===== src/pif4_pkg.sv =====
// shared types and constants for the prime implicant finder
`timescale 1ns / 1ps
package pif4_pkg;

    // default number of function variables
    localparam int NUM_VARS_DEF = 4;
    // width of the on-set and don't-care minterm masks
    localparam int MINTERM_W    = 16;
    // width of the term value and care fields
    localparam int TERM_W       = 4;
    // most results listed for one function
    localparam int MAX_RESULTS  = 32;

    // sequencer states
    typedef enum logic [1:0] {
        ST_IDLE,
        ST_SCAN,
        ST_FLUSH
    } t_state;

    // one result as held in the output register
    typedef struct packed {
        logic [TERM_W-1:0] value;
        logic [TERM_W-1:0] care;
        logic              valid;
        logic              last;
    } t_term;

endpackage


===== src/pif4_in_if.sv =====
// input channel: one boolean function as on-set and don't-care masks
`timescale 1ns / 1ps
interface pif4_in_if;
    logic                           valid;
    logic                           ready;
    logic [pif4_pkg::MINTERM_W-1:0] on_set;
    logic [pif4_pkg::MINTERM_W-1:0] dont_care_set;

    modport source (output valid, output on_set, output dont_care_set, input ready);
    modport sink   (input valid, input on_set, input dont_care_set, output ready);
endinterface


===== src/pif4_out_if.sv =====
// output channel: one prime implicant per transfer
`timescale 1ns / 1ps
interface pif4_out_if;
    logic                        valid;
    logic                        ready;
    logic [pif4_pkg::TERM_W-1:0] term_value;
    logic [pif4_pkg::TERM_W-1:0] term_care;
    logic                        term_valid;
    logic                        last_term;

    modport source (output valid, output term_value, output term_care,
                    output term_valid, output last_term, input ready);
    modport sink   (input valid, input term_value, input term_care,
                    input term_valid, input last_term, output ready);
endinterface


===== src/prime_implicant_finder_4var.sv =====
// prime implicant finder: cube scan sequencer with a shared cube checker
//
// i_in carries one function per transfer: on_set and dont_care_set, one bit
// per minterm (on-set wins over don't-care, bits beyond 2^NUM_VARS ignored).
// o_out gives every prime implicant of on-set plus don't-care set that covers
// an on-set minterm, one per transfer, ordered by care mask then value, at
// most 32 of them; last_term marks the final one. With no prime implicant a
// single transfer with term_valid low and last_term high is sent.
// The sequencer walks all 3^NUM_VARS cubes (81 for four variables), one per
// cycle while the scan is not paused, through a single cube checker;
// i_in.ready is high only between items, so the block takes no new item
// before it is through with the last one. Each prime found waits in a
// one-entry holding register so that the final one can be marked; when the
// output register is still full and a further prime is found, the scan
// pauses until the receiver takes the waiting result. A result can wait in
// the output register while the next item is taken. Reset (synchronous,
// active low) returns to idle and empties the output register.
`timescale 1ns / 1ps
module prime_implicant_finder_4var #(
    parameter int NUM_VARS = pif4_pkg::NUM_VARS_DEF
) (
    input  logic        i_clk,
    input  logic        i_rst_n,
    pif4_in_if.sink     i_in,
    pif4_out_if.source  o_out
);

    localparam int NMINT = 1 << NUM_VARS;
    localparam int CNT_W = $clog2(pif4_pkg::MAX_RESULTS + 1);
    localparam logic [NUM_VARS-1:0] VAR_ALL = '1;

    // minterm mask of the cube given by care and value
    function automatic logic [NMINT-1:0] f_cube(input logic [NUM_VARS-1:0] care,
                                                 input logic [NUM_VARS-1:0] value);
        logic [NMINT-1:0] mask;
        mask = '0;
        for (int m = 0; m < NMINT; m++) begin
            mask[m] = ((NUM_VARS'(m) & care) == value);
        end
        return mask;
    endfunction

    pif4_pkg::t_state        r_state, n_state;
    logic [NMINT-1:0]        r_on, n_on;
    logic [NMINT-1:0]        r_func, n_func;
    logic [NUM_VARS-1:0]     r_care, n_care;
    logic [NUM_VARS-1:0]     r_value, n_value;
    logic [CNT_W-1:0]        r_count, n_count;
    logic                    r_pend_valid, n_pend_valid;
    logic [NUM_VARS-1:0]     r_pend_care, n_pend_care;
    logic [NUM_VARS-1:0]     r_pend_value, n_pend_value;
    logic                    r_out_valid, n_out_valid;
    pif4_pkg::t_term         r_out, n_out;

    logic [NMINT-1:0]        w_cube;
    logic                    w_implicant;
    logic                    w_covers;
    logic                    w_reducible;
    logic                    w_prime;
    logic                    w_take;
    logic                    w_out_free;
    logic                    w_step;
    logic                    w_last_cube;

    // cube checker: implicant, covers an on-set minterm, no literal removable
    always_comb begin
        logic [NMINT-1:0]    sub_cube;
        logic [NUM_VARS-1:0] bit_mask;
        w_cube      = f_cube(r_care, r_value);
        w_implicant = ((w_cube & ~r_func) == '0);
        w_covers    = ((w_cube & r_on) != '0);
        w_reducible = 1'b0;
        for (int b = 0; b < NUM_VARS; b++) begin
            bit_mask = NUM_VARS'(1) << b;
            sub_cube = f_cube(r_care & ~bit_mask, r_value & ~bit_mask);
            if (r_care[b] && ((sub_cube & ~r_func) == '0)) begin
                w_reducible = 1'b1;
            end
        end
        w_prime = w_implicant && w_covers && !w_reducible;
    end

    assign w_take      = w_prime && (r_count < CNT_W'(pif4_pkg::MAX_RESULTS));
    assign w_out_free  = !r_out_valid || o_out.ready;
    assign w_last_cube = (r_care == VAR_ALL) && (r_value == VAR_ALL);

    // sequencer: next state, cube walk, holding and output registers
    always_comb begin
        n_state      = r_state;
        n_on         = r_on;
        n_func       = r_func;
        n_care       = r_care;
        n_value      = r_value;
        n_count      = r_count;
        n_pend_valid = r_pend_valid;
        n_pend_care  = r_pend_care;
        n_pend_value = r_pend_value;
        n_out_valid  = r_out_valid;
        n_out        = r_out;
        w_step       = 1'b0;

        if (r_out_valid && o_out.ready) begin
            n_out_valid = 1'b0;
        end

        case (r_state)
            pif4_pkg::ST_IDLE: begin
                if (i_in.valid) begin
                    n_on         = i_in.on_set[NMINT-1:0];
                    n_func       = i_in.on_set[NMINT-1:0] | i_in.dont_care_set[NMINT-1:0];
                    n_care       = '0;
                    n_value      = '0;
                    n_count      = '0;
                    n_pend_valid = 1'b0;
                    n_state      = pif4_pkg::ST_SCAN;
                end
            end
            pif4_pkg::ST_SCAN: begin
                w_step = 1'b1;
                if (w_take) begin
                    if (r_pend_valid) begin
                        if (w_out_free) begin
                            // move the waiting prime on, hold the new one
                            n_out_valid = 1'b1;
                            n_out.value = pif4_pkg::TERM_W'(r_pend_value);
                            n_out.care  = pif4_pkg::TERM_W'(r_pend_care);
                            n_out.valid = 1'b1;
                            n_out.last  = 1'b0;
                        end else begin
                            w_step = 1'b0;
                        end
                    end
                    if (w_step) begin
                        n_pend_valid = 1'b1;
                        n_pend_care  = r_care;
                        n_pend_value = r_value;
                        n_count      = r_count + CNT_W'(1);
                    end
                end
                if (w_step) begin
                    if (w_last_cube) begin
                        n_state = pif4_pkg::ST_FLUSH;
                    end else if (r_value == r_care) begin
                        n_care  = r_care + NUM_VARS'(1);
                        n_value = '0;
                    end else begin
                        // next subset of the care mask in ascending order
                        n_value = ((r_value | ~r_care) + NUM_VARS'(1)) & r_care;
                    end
                end
            end
            pif4_pkg::ST_FLUSH: begin
                if (w_out_free) begin
                    n_out_valid = 1'b1;
                    n_out.last  = 1'b1;
                    if (r_pend_valid) begin
                        n_out.value = pif4_pkg::TERM_W'(r_pend_value);
                        n_out.care  = pif4_pkg::TERM_W'(r_pend_care);
                        n_out.valid = 1'b1;
                    end else begin
                        n_out.value = '0;
                        n_out.care  = '0;
                        n_out.valid = 1'b0;
                    end
                    n_pend_valid = 1'b0;
                    n_state      = pif4_pkg::ST_IDLE;
                end
            end
            default: begin
                n_state = pif4_pkg::ST_IDLE;
            end
        endcase
    end

    // control registers
    always_ff @(posedge i_clk) begin
        if (!i_rst_n) begin
            r_state      <= pif4_pkg::ST_IDLE;
            r_count      <= '0;
            r_pend_valid <= 1'b0;
            r_out_valid  <= 1'b0;
        end else begin
            r_state      <= n_state;
            r_count      <= n_count;
            r_pend_valid <= n_pend_valid;
            r_out_valid  <= n_out_valid;
        end
    end

    // payload registers
    always_ff @(posedge i_clk) begin
        r_on         <= n_on;
        r_func       <= n_func;
        r_care       <= n_care;
        r_value      <= n_value;
        r_pend_care  <= n_pend_care;
        r_pend_value <= n_pend_value;
        r_out        <= n_out;
    end

    // channel outputs
    assign i_in.ready       = (r_state == pif4_pkg::ST_IDLE);
    assign o_out.valid      = r_out_valid;
    assign o_out.term_value = r_out.value;
    assign o_out.term_care  = r_out.care;
    assign o_out.term_valid = r_out.valid;
    assign o_out.last_term  = r_out.last;

`ifndef SYNTHESIS
    // an empty answer is a single all-zero result that closes the item
    a_empty_result: assert property (@(posedge i_clk) disable iff (!i_rst_n)
        (r_out_valid && !r_out.valid) |-> (r_out.last && r_out.care == '0 && r_out.value == '0))
        else $error("empty result not marked last or not zero");

    // the cube walk never sets a value bit outside the care mask
    a_cube_legal: assert property (@(posedge i_clk) disable iff (!i_rst_n)
        (r_state == pif4_pkg::ST_SCAN) |-> ((r_value & ~r_care) == '0))
        else $error("cube value outside care mask");

    // an accepted item starts the scan from the first cube with no results
    a_scan_start: assert property (@(posedge i_clk) disable iff (!i_rst_n)
        (i_in.valid && i_in.ready) |=>
            (r_state == pif4_pkg::ST_SCAN && r_count == '0 && r_care == '0 && !r_pend_valid))
        else $error("scan did not start cleanly");

    // result count stays within the limit
    a_count_limit: assert property (@(posedge i_clk) disable iff (!i_rst_n)
        r_count <= CNT_W'(pif4_pkg::MAX_RESULTS))
        else $error("result count beyond limit");
`endif

endmodule


===== src/flat_wrapper.sv =====
// flat-port wrapper written by rule: the top's interface ports become plain ports
module prime_implicant_finder_4var_flat 
#(
    parameter int NUM_VARS = pif4_pkg::NUM_VARS_DEF
)
  (i_clk, i_rst_n, i_in_valid, i_in_on_set, i_in_dont_care_set, i_in_ready, o_out_valid, o_out_term_value, o_out_term_care, o_out_term_valid, o_out_last_term, o_out_ready);
  pif4_in_if i_in_i ();
  pif4_out_if o_out_i ();
  input  logic i_clk;
  input  logic i_rst_n;
  input wire logic [$bits(i_in_i.valid)-1:0] i_in_valid;
  input wire logic [$bits(i_in_i.on_set)-1:0] i_in_on_set;
  input wire logic [$bits(i_in_i.dont_care_set)-1:0] i_in_dont_care_set;
  output wire logic [$bits(i_in_i.ready)-1:0] i_in_ready;
  output wire logic [$bits(o_out_i.valid)-1:0] o_out_valid;
  output wire logic [$bits(o_out_i.term_value)-1:0] o_out_term_value;
  output wire logic [$bits(o_out_i.term_care)-1:0] o_out_term_care;
  output wire logic [$bits(o_out_i.term_valid)-1:0] o_out_term_valid;
  output wire logic [$bits(o_out_i.last_term)-1:0] o_out_last_term;
  input wire logic [$bits(o_out_i.ready)-1:0] o_out_ready;
  assign i_in_i.valid = i_in_valid;
  assign i_in_i.on_set = i_in_on_set;
  assign i_in_i.dont_care_set = i_in_dont_care_set;
  assign i_in_ready = i_in_i.ready;
  assign o_out_valid = o_out_i.valid;
  assign o_out_term_value = o_out_i.term_value;
  assign o_out_term_care = o_out_i.term_care;
  assign o_out_term_valid = o_out_i.term_valid;
  assign o_out_last_term = o_out_i.last_term;
  assign o_out_i.ready = o_out_ready;
  prime_implicant_finder_4var #(.NUM_VARS(NUM_VARS)) u_core (.i_clk(i_clk), .i_rst_n(i_rst_n), .i_in(i_in_i), .o_out(o_out_i));
endmodule

===== config.mk =====
export PLATFORM = sky130hd
export DESIGN_NAME = prime_implicant_finder_4var_flat
export DESIGN_NICKNAME = d
export VERILOG_FILES = /design/src/pif4_pkg.sv /design/src/pif4_in_if.sv /design/src/pif4_out_if.sv /design/src/prime_implicant_finder_4var.sv /design/src/flat_wrapper.sv
export SDC_FILE = /design/constraint.sdc
export NUM_CORES = 1
export LEC_CHECK = 0
export BUFFER_PORTS_ARGS = -buffer_cell sky130_fd_sc_hd__clkbuf_2
export CORE_MARGIN = 2
export CORE_UTILIZATION = 62
export DETAILED_ROUTE_END_ITERATION = 8
export PLACE_DENSITY = 0.92
export REMOVE_ABC_BUFFERS = 1
export SYNTH_ARGS = -nofsm -noshare
export SYNTH_HDL_FRONTEND = slang
export SYNTH_SLANG_ARGS = --single-unit

===== constraint.sdc =====
create_clock -name i_clk -period 5.5 [get_ports i_clk]
set_clock_uncertainty 0.2 [all_clocks]
set_input_delay 0.825 -clock i_clk [delete_from_list [all_inputs] [get_ports i_clk]]
set_output_delay 0.825 -clock i_clk [all_outputs]
set_load 0.005 [all_outputs]

; Yosys cells after proc, flatten, opt, wreduce, memory -nomap -nowiden
; Index checks and enable logic that the tools add are counted.
[classes]
eq_ne = 58
n_lt_le_gt_ge = 1
bitwise_logic = 11
mux = 44
addsub = 3
reduce_logical = 35
[op_table]
columns = operator, count
row1 = $and A16 B16 Y16, 6
row2 = $logic_not A16 Y1, 5
row3 = $eq A3 B3 Y1, 16
row4 = $mux W10, 4
row5 = $eq A4 B4 Y1, 9
row6 = $mux W4, 7
row7 = $eq A2 B3 Y1, 8
row8 = $logic_not A4 Y1, 5
row9 = $pmux W10 S2, 1
row10 = $mux W1, 18
row11 = $mux W6, 3
row12 = $eq A3 B4 Y1, 4
row13 = $not A16 Y16, 1
row14 = $or A16 B16 Y16, 1
row15 = $pmux W4 S2, 2
row16 = $reduce_bool A16 Y1, 1
row17 = $reduce_and A5 Y1, 3
row18 = $ne A2 B1 Y1 const B, 7
row19 = $eq A1 B3 Y1, 4
row20 = $pmux W6 S2, 1
row21 = $reduce_and A4 Y1, 3
row22 = $logic_and A1 B1 Y1, 9
row23 = $mux W9, 1
row24 = $add A4 B1 Y4 const B, 2
row25 = 22 further kinds, 31
[word_totals]
output_inout_bits = 12
word_cells = 166
reg_bits = 68
inputBits = 36

; Longest topological paths before layout
; Gate-level depths: netlist of the first run.
[depth]
depth_word = 17
depth_mapped = 13
ltp_nobuf = 10

; Least setup slack after synthesis of the first run
; OpenSTA, ideal clock, no wires.
[synth_timing]
kind = register to register
from = register u_core.r_value[0]
to = register u_core.r_out (netlist bit u_core.o_out.last_term) (enable)
n_path_buf = 2
slack_ns = 2.044
stages_incl_launch_ff = 13
required_ns = 4.923
arrival_ns = 2.879
cell_sequence = edfxtp_1 buf_4 inv_1 ha_1 buf_6 inv_1 o22ai_1 a32o_1 a2111o_1 nor4_4 nand3_1 a2bb2oi_1 nor2b_1
[synth_via]
elab_chain_cells = 12
elab_cells_between_ends = 62
[synth_lines]
columns = item, line_no
row1 = "start, declared", prime_implicant_finder_4var.sv:47  ; logic [NUM_VARS-1:0] r_value, n_value;
row2 = "start signal, assigned", prime_implicant_finder_4var.sv:195  ; r_value <= n_value;
row3 = $eq A1 B3 Y1 (tied with other cells), prime_implicant_finder_4var.sv:38  ; mask[m] = ((NUM_VARS'(m) & care) == value);
row4 = $and A16 B16 Y16, prime_implicant_finder_4var.sv:76  ; if (r_care[b] && ((sub_cube & ~r_func) == '0)) begin
row5 = $logic_not A16 Y1, prime_implicant_finder_4var.sv:76
row6 = $logic_and A1 B1 Y1, prime_implicant_finder_4var.sv:76
row7 = $mux W1 (3 in series), prime_implicant_finder_4var.sv:76
row8 = $logic_not A1 Y1, prime_implicant_finder_4var.sv:80  ; w_prime = w_implicant && w_covers && !w_reducible;
row9 = $logic_and A1 B1 Y1 (*), prime_implicant_finder_4var.sv:80
row10 = $logic_and A1 B1 Y1 (*), prime_implicant_finder_4var.sv:83  ; assign w_take = w_prime && (r_count < CNT_W'(pif4_pkg::MAX_RESULTS));
row11 = $ne A2 B1 Y1 (no source line) (*), n/a
row12 = $reduce_and A5 Y1 (no source line) (*), n/a
row13 = "end signal, assigned", prime_implicant_finder_4var.sv:198  ; r_out <= n_out;
row14 = "end, declared", prime_implicant_finder_4var.sv:53  ; pif4_pkg::t_term r_out, n_out;
; Mark *: on every way between the ends. The rest lies on a longest branch, timed or not.
; A chain may end at the register's enable or synchronous reset.

; Final worst setup path of the first run
[layout_timing]
from = register u_core.r_value[0]
to = register u_core.r_out (netlist bit u_core.o_out.term_care[3]) (enable)
; The elaborated chain is that of the path after synthesis.

==> out/metrics.yaml, run 1 <==
worstPathMaxFanout: 20
ys.flop_type: "edfxtp_1"
worst-path-buf-inv: 1
area_growth_syn_to_layout_pct: 11.50
critPathKind: "reg -> reg"
synth_cells: 329
synth_common_cells: "edfxtp_1, nand2_1, a21oi_1"
arrival_ns: 4.33
synth-warning-count: 0
holdBufCountCts: 0
ant_nets: 0
dr_total_vias: 2791
antennaDiodeCount: 0
drv_slew: 0
drt_wl_total_um: 8087
drtIter0Drc: 341
cp_data_required_time_ns: 5.27
clock_path_buffers: 2
synth_edf_count: 58
post-cts-setup-buffers: 0
min_from: "u_core.r_count[5]"
yosysTopAreaCell: "edfxtp_1"
final_core_util_pct: 71.59
timing.setup.tns_ns: 0
setup_viol: 0
hold_path.class: "reg -> reg"
p_int_mw: 1.193
synth_most_common_cell: "edfxtp_1"
ios: 48
yosys-top-cells-area: "edfxtp_1, dfxtp_1, ha_1"
fp.dieH_um: 79.75
ys_seq_area_share_pct: 54.59
path_cells: "inv_1, ha_1, nand2_1, a21o_1, a21oi_1, o22ai_1, a2111oi_2, nand3_1, a2bb2oi_1, nor2b_1"
grt_antenna_before_repair: 0
synth_top_area_share_pct: 48.96
p_sw_mw: 0.8516
cts_tree: "yes"
grt_pass1_wl_um: 13070
port_buffers: 47
finalCriticalPeriod_ns: 4.552
gp_congestion: 0.9234
start_kind: "flop"
grt_overflow: 0
fmax_mhz: 219.7
status: "completed"
worst_pin_slew_ns: 0.8425
max_stage_delay_ns: 0.80
hold_violations: 0
cp_top_family: "compound AO/OA/AOI/OAI gates"
ir_worst_vdd_mv: 0.2826
wl_per_cell_um: 17.89
netlist_area_um2: 3557
syn_area_per_cell_um2: 10.81
dp_cells: 436
firstDrtPassIters: 5
grt_pass1_vias: 2759
synth_seq_cells: 68
finalPower_mw: 2.045
comb_power_share_pct: 42.5
h-tree-depth: 3
p_clk_share_pct: 16.9
cellLeakagePower_nw: 1.485
n_fill_cell: 425
dieArea_um2: 6359
core_area_um2: 5540
pwr-share-seq_pct: 40.6
cts-root-buf: "clkbuf_8"
timing.slew.headroom_pct: 43.72
final_nets: 422
post-route-drc-count: 0
via_per_inst: 6.175
end_kind: "flop"
cts_inserted_buffers: 9
cp_slowest_cell: "edfxtp_1"
synth_cell_type_count: 55
grt_start_max_net_pins: 34
drive_above_1_share_pct: 21.58
switching_share_pct: 41.65
hpwl_um: 5945
rows: 27
cts_num_sinks: 68
p_per_area_nw_per_um2: 515.5
rsz0062_at_grt: "no"
insertion_delay_ns: 0.35
clk_pin_slew_ns: 0.07
fin_crit_sh_pct: 82.77
cts_resized: 0
regToRegStartpoint: "u_core.r_value[0]"
initial_core_util_pct: 64.21
die_x_um: 79.75
async_reset_ff_share_pct: 0
crit_start: "u_core.r_value[0]"
grt_use_total_pct: 27.51
fin_cells: 452
cap_violations: 0
power groups by stage:
| stage | registers (mW) | logic, mW | clock network, mW |
|---|---|---|---|
| after floorplan | 0.783 | 0.634 | 0 |
| after global placement | 0.828 | 0.833 | 0 |
| after detailed placement | 0.833 | 0.849 | 0 |
| after CTS | 0.823 | 0.853 | 0.347 |
| after global routing | 0.837 | 0.957 | 0.367 |
| final | 0.830 | 0.870 | 0.345 |
area by class of cell:
cell class / count / area, µm² / area share, %
clock buffer: 11 / 131.4 / 3.312
clock inverter: 5 / 28.78 / 0.7256
inverter: 16 / 60.06 / 1.514
multi-input combinational: 232 / 1471 / 37.10
sequential: 68 / 1942 / 48.96
tap: 72 / 90.09 / 2.271
timing repair buffer: 48 / 242.7 / 6.120
tightest hold or removal path: cells and delay by family, from the launching register on:
family | cells | cell delay [ns]
flops | 1 | 0.31
simple gates | 1 | 0.05
compound gates | 1 | 0.05
sequential cells by signal (all words and copies together), names as in the netlist:
| signal | cells |
|---|---|
| u_core.r_state | 2 |
| u_core.o_out.last_term | 1 |
| u_core.r_care | 4 |
| u_core.r_pend_valid | 1 |
| u_core.r_on | 16 |
| u_core.o_out.term_care | 4 |
| u_core.r_func | 16 |
| u_core.o_out.term_valid | 1 |
| u_core.o_out.term_value | 4 |
| u_core.r_value | 4 |
| u_core.r_count | 6 |
| u_core.r_pend_care | 4 |
| u_core.o_out.valid | 1 |
| u_core.r_pend_value | 4 |
layer usage:
layer  global-route usage [%]  vias up  routed length, µm
met2                    45.88      179               3905
met4                    15.76        0                284
met1                    33.00     1271               3175
met3                    5.882       27                721
li1                         -     1314                  -
met5                        0        -                  0
cells by family (layout without fill, tap and decap cells):
family,count (synthesis),in the layout,share of synthesized area (%)
buffers and inverters,29,80,4.045
DFF,68,68,54.59
xor gates and xnor gates,4,4,0.9851
AOI/OAI and AO/OA,86,86,16.04
adders and majority gates,11,11,3.869
and+or+nand+nor,129,129,19.91
muxes,2,2,0.5628
cells in the final DEF, fill, tap and decap left out, types with 2 or more instances in the layout:
cell type / synthesis / layout
edfxtp_1: 58 / 58
clkbuf_2: 1 / 47
nand2_1: 29 / 29
a21oi_1: 23 / 23
or2_2: 17 / 17
nor2_1: 17 / 17
inv_1: 16 / 16
and2_1: 15 / 15
nand2b_1: 14 / 14
o21ai_0: 13 / 13
ha_1: 11 / 11
dfxtp_1: 10 / 10
clkbuf_8: 0 / 9
a211oi_1: 8 / 8
nand3_1: 7 / 7
o22ai_1: 7 / 7
nor2b_1: 6 / 6
and3_1: 6 / 6
nor3_1: 4 / 4
nor4_1: 4 / 4
o21ai_1: 3 / 3
o211ai_1: 3 / 3
o32ai_1: 3 / 3
a22oi_1: 3 / 3
nand4_1: 3 / 3
xnor2_1: 3 / 3
a21boi_0: 2 / 2
o31ai_1: 2 / 2
a2bb2oi_1: 2 / 2
a2111oi_0: 2 / 2
nor4b_1: 2 / 2
mux2i_1: 2 / 2
a31oi_1: 2 / 2
clkinvlp_4: 0 / 2
clkbuf_1: 3 / 2
clkinv_2: 0 / 2
worst paths after layout:
check                                                  to  slack (ns)  cells past startpoint
worst max-delay path            u_core.o_out.term_care[3]        0.95                     10
worst min-delay path                    u_core.r_count[5]        0.27                      2
worst max register to register  u_core.o_out.term_care[3]        0.95                     10
worst min register to register          u_core.r_count[5]        0.27                      2
per-stage QoR:
| step | hold slack (ns) | cell area [µm²] | setup WS, ns |
|---|---|---|---|
| after global placement | 0.2526 | 3806 | 1.235 |
| after CTS | 0.2653 | 3966 | 1.004 |
| final | 0.2660 | 3966 | 0.9477 |
| after floorplan | 0.2349 | 3473 | 1.850 |
| after global routing | 0.2850 | 3966 | 0.5820 |
| after detailed placement | 0.2523 | 3806 | 1.039 |
(Power assumes the default switching activity.)
==> run 2: changes to the inputs <==
--- a/config.mk
+++ b/config.mk
@@ -7,9 +7,9 @@
 export LEC_CHECK = 0
 export BUFFER_PORTS_ARGS = -buffer_cell sky130_fd_sc_hd__clkbuf_2
 export CORE_MARGIN = 2
-export CORE_UTILIZATION = 62
+export CORE_UTILIZATION = 57
 export DETAILED_ROUTE_END_ITERATION = 8
-export PLACE_DENSITY = 0.92
+export PLACE_DENSITY = 0.86
 export REMOVE_ABC_BUFFERS = 1
 export SYNTH_ARGS = -nofsm -noshare
 export SYNTH_HDL_FRONTEND = slang
==> constraint.sdc (replaced) <==
create_clock -name i_clk -period 4.51 [get_ports i_clk]
set_clock_uncertainty 0.2 [all_clocks]
set_input_delay 0.6765 -clock i_clk [delete_from_list [all_inputs] [get_ports i_clk]]
set_output_delay 0.6765 -clock i_clk [all_outputs]
set_load 0.005 [all_outputs]
==> run 2 against run 1 <==
Final area grew 1.3%. Die area grew 8.3%. Global-route usage shrank 4.3 points. Critical path depth shrank 1. First-iteration DRC count shrank 42%. Largest power group unchanged. Via count grew 0.36%.
==> out/metrics.yaml, run 2 (same netlist as run 1, synthesis figures left out) <==
status: "completed"
grt_use_total_pct: 23.25
pwr-share-seq_pct: 37.1
dr_wl_met2_um: 3874
dr_total_vias: 2801
min_from: "u_core.r_count[1]"
finalCriticalPeriod_ns: 3.729
end_kind: "flop"
layout_commonest_cell: "edfxtp_1"
top_layer: "met4"
grt_start_max_net_pins: 34
grt_pass1_vias: 2738
regToRegStartpoint: "u_core.r_care[1]"
worst-path-buf-inv: 1
rr_endpoint: "u_core.r_care[0]"
pre_cts_slack_ns: 0.8116
setup_slack_ns: 0.7809
p_clk_share_pct: 17.8
critPathKind: "reg -> reg"
grt_pass1_wl_um: 12800
reg2reg_depth: 9
cts-root-buf: "clkbuf_8"
switching_share_pct: 39.73
crit_start: "u_core.r_care[1]"
drtIter0Drc: 197
hpwl_um: 5689
fp.dieH_um: 83.00
whs_path_depth: 2
cellLeakagePower_nw: 1.521
cp_slowest_cell: "a2111oi_0"
die_x_um: 83.00
timing.slew.headroom_pct: 55.99
ant_nets: 0
finalPower_mw: 2.528
drt_wl_total_um: 7727
final_core_util_pct: 67.06
comb_power_share_pct: 45.2
dp_cells: 444
cts_inserted_buffers: 9
via_per_inst: 6.116
clk_pin_slew_ns: 0.07
post-cts-setup-buffers: 0
path_cells: "ha_1, inv_1, o22ai_1, o2bb2ai_1, a2111oi_0, a2111oi_2, and2_1, a22o_1, nor3_1"
antennaDiodeCount: 0
worstPathMaxFanout: 12
fin_cells: 458
grt_antenna_before_repair: 0
firstDrtPassIters: 5
clock_path_buffers: 2
h-tree-depth: 3
max_stage_delay_ns: 0.63
drive_above_1_share_pct: 22.19
holdBufCountCts: 0
cp_data_required_time_ns: 4.29
grt_overflow: 0
wl_per_cell_um: 16.87
fin_crit_sh_pct: 82.69
hold_violations: 0
rows: 28
top_regs: "u_core.r_func x16, u_core.r_on x16, u_core.r_count x6"
final_cell_mix: "edfxtp_1, clkbuf_2, nand2_1, a21oi_1"
rsz0062_at_grt: "no"
hold_path.class: "reg -> reg"
cts_resized: 0
p_per_area_nw_per_um2: 629.2
insertion_delay_ns: 0.34
initial_core_util_pct: 59.38
cts_num_sinks: 68
dieArea_um2: 6888
arrival_ns: 3.51
worst_pin_slew_ns: 0.6435
cp_top_family: "compound AO/OA/AOI/OAI gates"
regToRegSetupSlack_ns: 0.78
p_sw_mw: 1.004
cts_tree: "yes"
timing.setup.tns_ns: 0
wl_met1_um: 3051
setup_viol: 0
p_int_mw: 1.524
core_area_um2: 5991
fmax_mhz: 268.2
ir_worst_vdd_mv: 0.3021
start_kind: "flop"
final_nets: 427
ios: 48
cap_violations: 0
holdPathEnd: "u_core.r_count[1]"
post-route-drc-count: 0
wl_met3_um: 560
drv_slew: 0
port_buffers: 47
area_growth_syn_to_layout_pct: 12.94
gp_congestion: 0.9861
## run 2: cell types whose count changed in the layout (fill, tap and decap cells not counted)
| cell | previous run | this run |
|---|---|---|
| buf_4 | 1 | 6 |
| bufinv_16 | 0 | 1 |
| clkbuf_1 | 2 | 1 |
| clkinv_1 | 1 | 2 |
| clkinv_2 | 2 | 1 |
| clkinvlp_4 | 2 | 0 |
## run 2: metal layers
metal | GRT usage, % | up-vias
met5 | 0 | -
met4 | 10.28 | 0
met3 | 5.368 | 26
met2 | 39.15 | 148
met1 | 28.58 | 1305
li1 | - | 1322
## run 2: area by class of cell
| cell class | count | area (µm²) |
|---|---|---|
| Clock buffer | 10 | 127.6 |
| Clock inverter | 4 | 42.54 |
| Fill cell | 460 | 1973 |
| Inverter | 16 | 60.06 |
| Multi-Input combinational cell | 232 | 1471 |
| Sequential cell | 68 | 1942 |
| Tap cell | 75 | 93.84 |
| Timing Repair Buffer | 53 | 280.3 |
## run 2: worst max path at each step
stage          cells after the start  slack [ns]                endpoint
6_report                           9        0.78        u_core.r_care[0]
5_1_grt                            8        0.52  u_core.r_pend_value[1]
4_1_cts                            9        0.82        u_core.r_care[0]
3_5_place_dp                      10        0.81        u_core.r_care[2]
3_3_place_gp                      10        0.86        u_core.r_care[0]
2_1_floorplan                     10        0.86  u_core.o_out.last_term
## run 2: tightest hold or removal path: stages (launching register included)
cell	delay [ns]
dfxtp_1	0.32
inv_1	0.06
o22ai_1	0.05
## run 2: through the flow
| stage | hold WS [ns] | area (µm²) |
|---|---|---|
| detailed placement | 0.2640 | 3847 |
| global placement | 0.2561 | 3847 |
| global route | 0.3022 | 4018 |
| CTS | 0.2727 | 4018 |
| finish | 0.2710 | 4018 |
| floorplan | 0.2349 | 3473 |
## run 2: power by group through the flow
stage,combinational (mW),clock [mW],sequential (mW)
floorplan,0.773,0,0.955
global placement,1.11,0,0.941
detailed placement,1.11,0,0.948
CTS,1.12,0.455,0.935
global route,1.25,0.485,0.948
finish,1.14,0.449,0.937
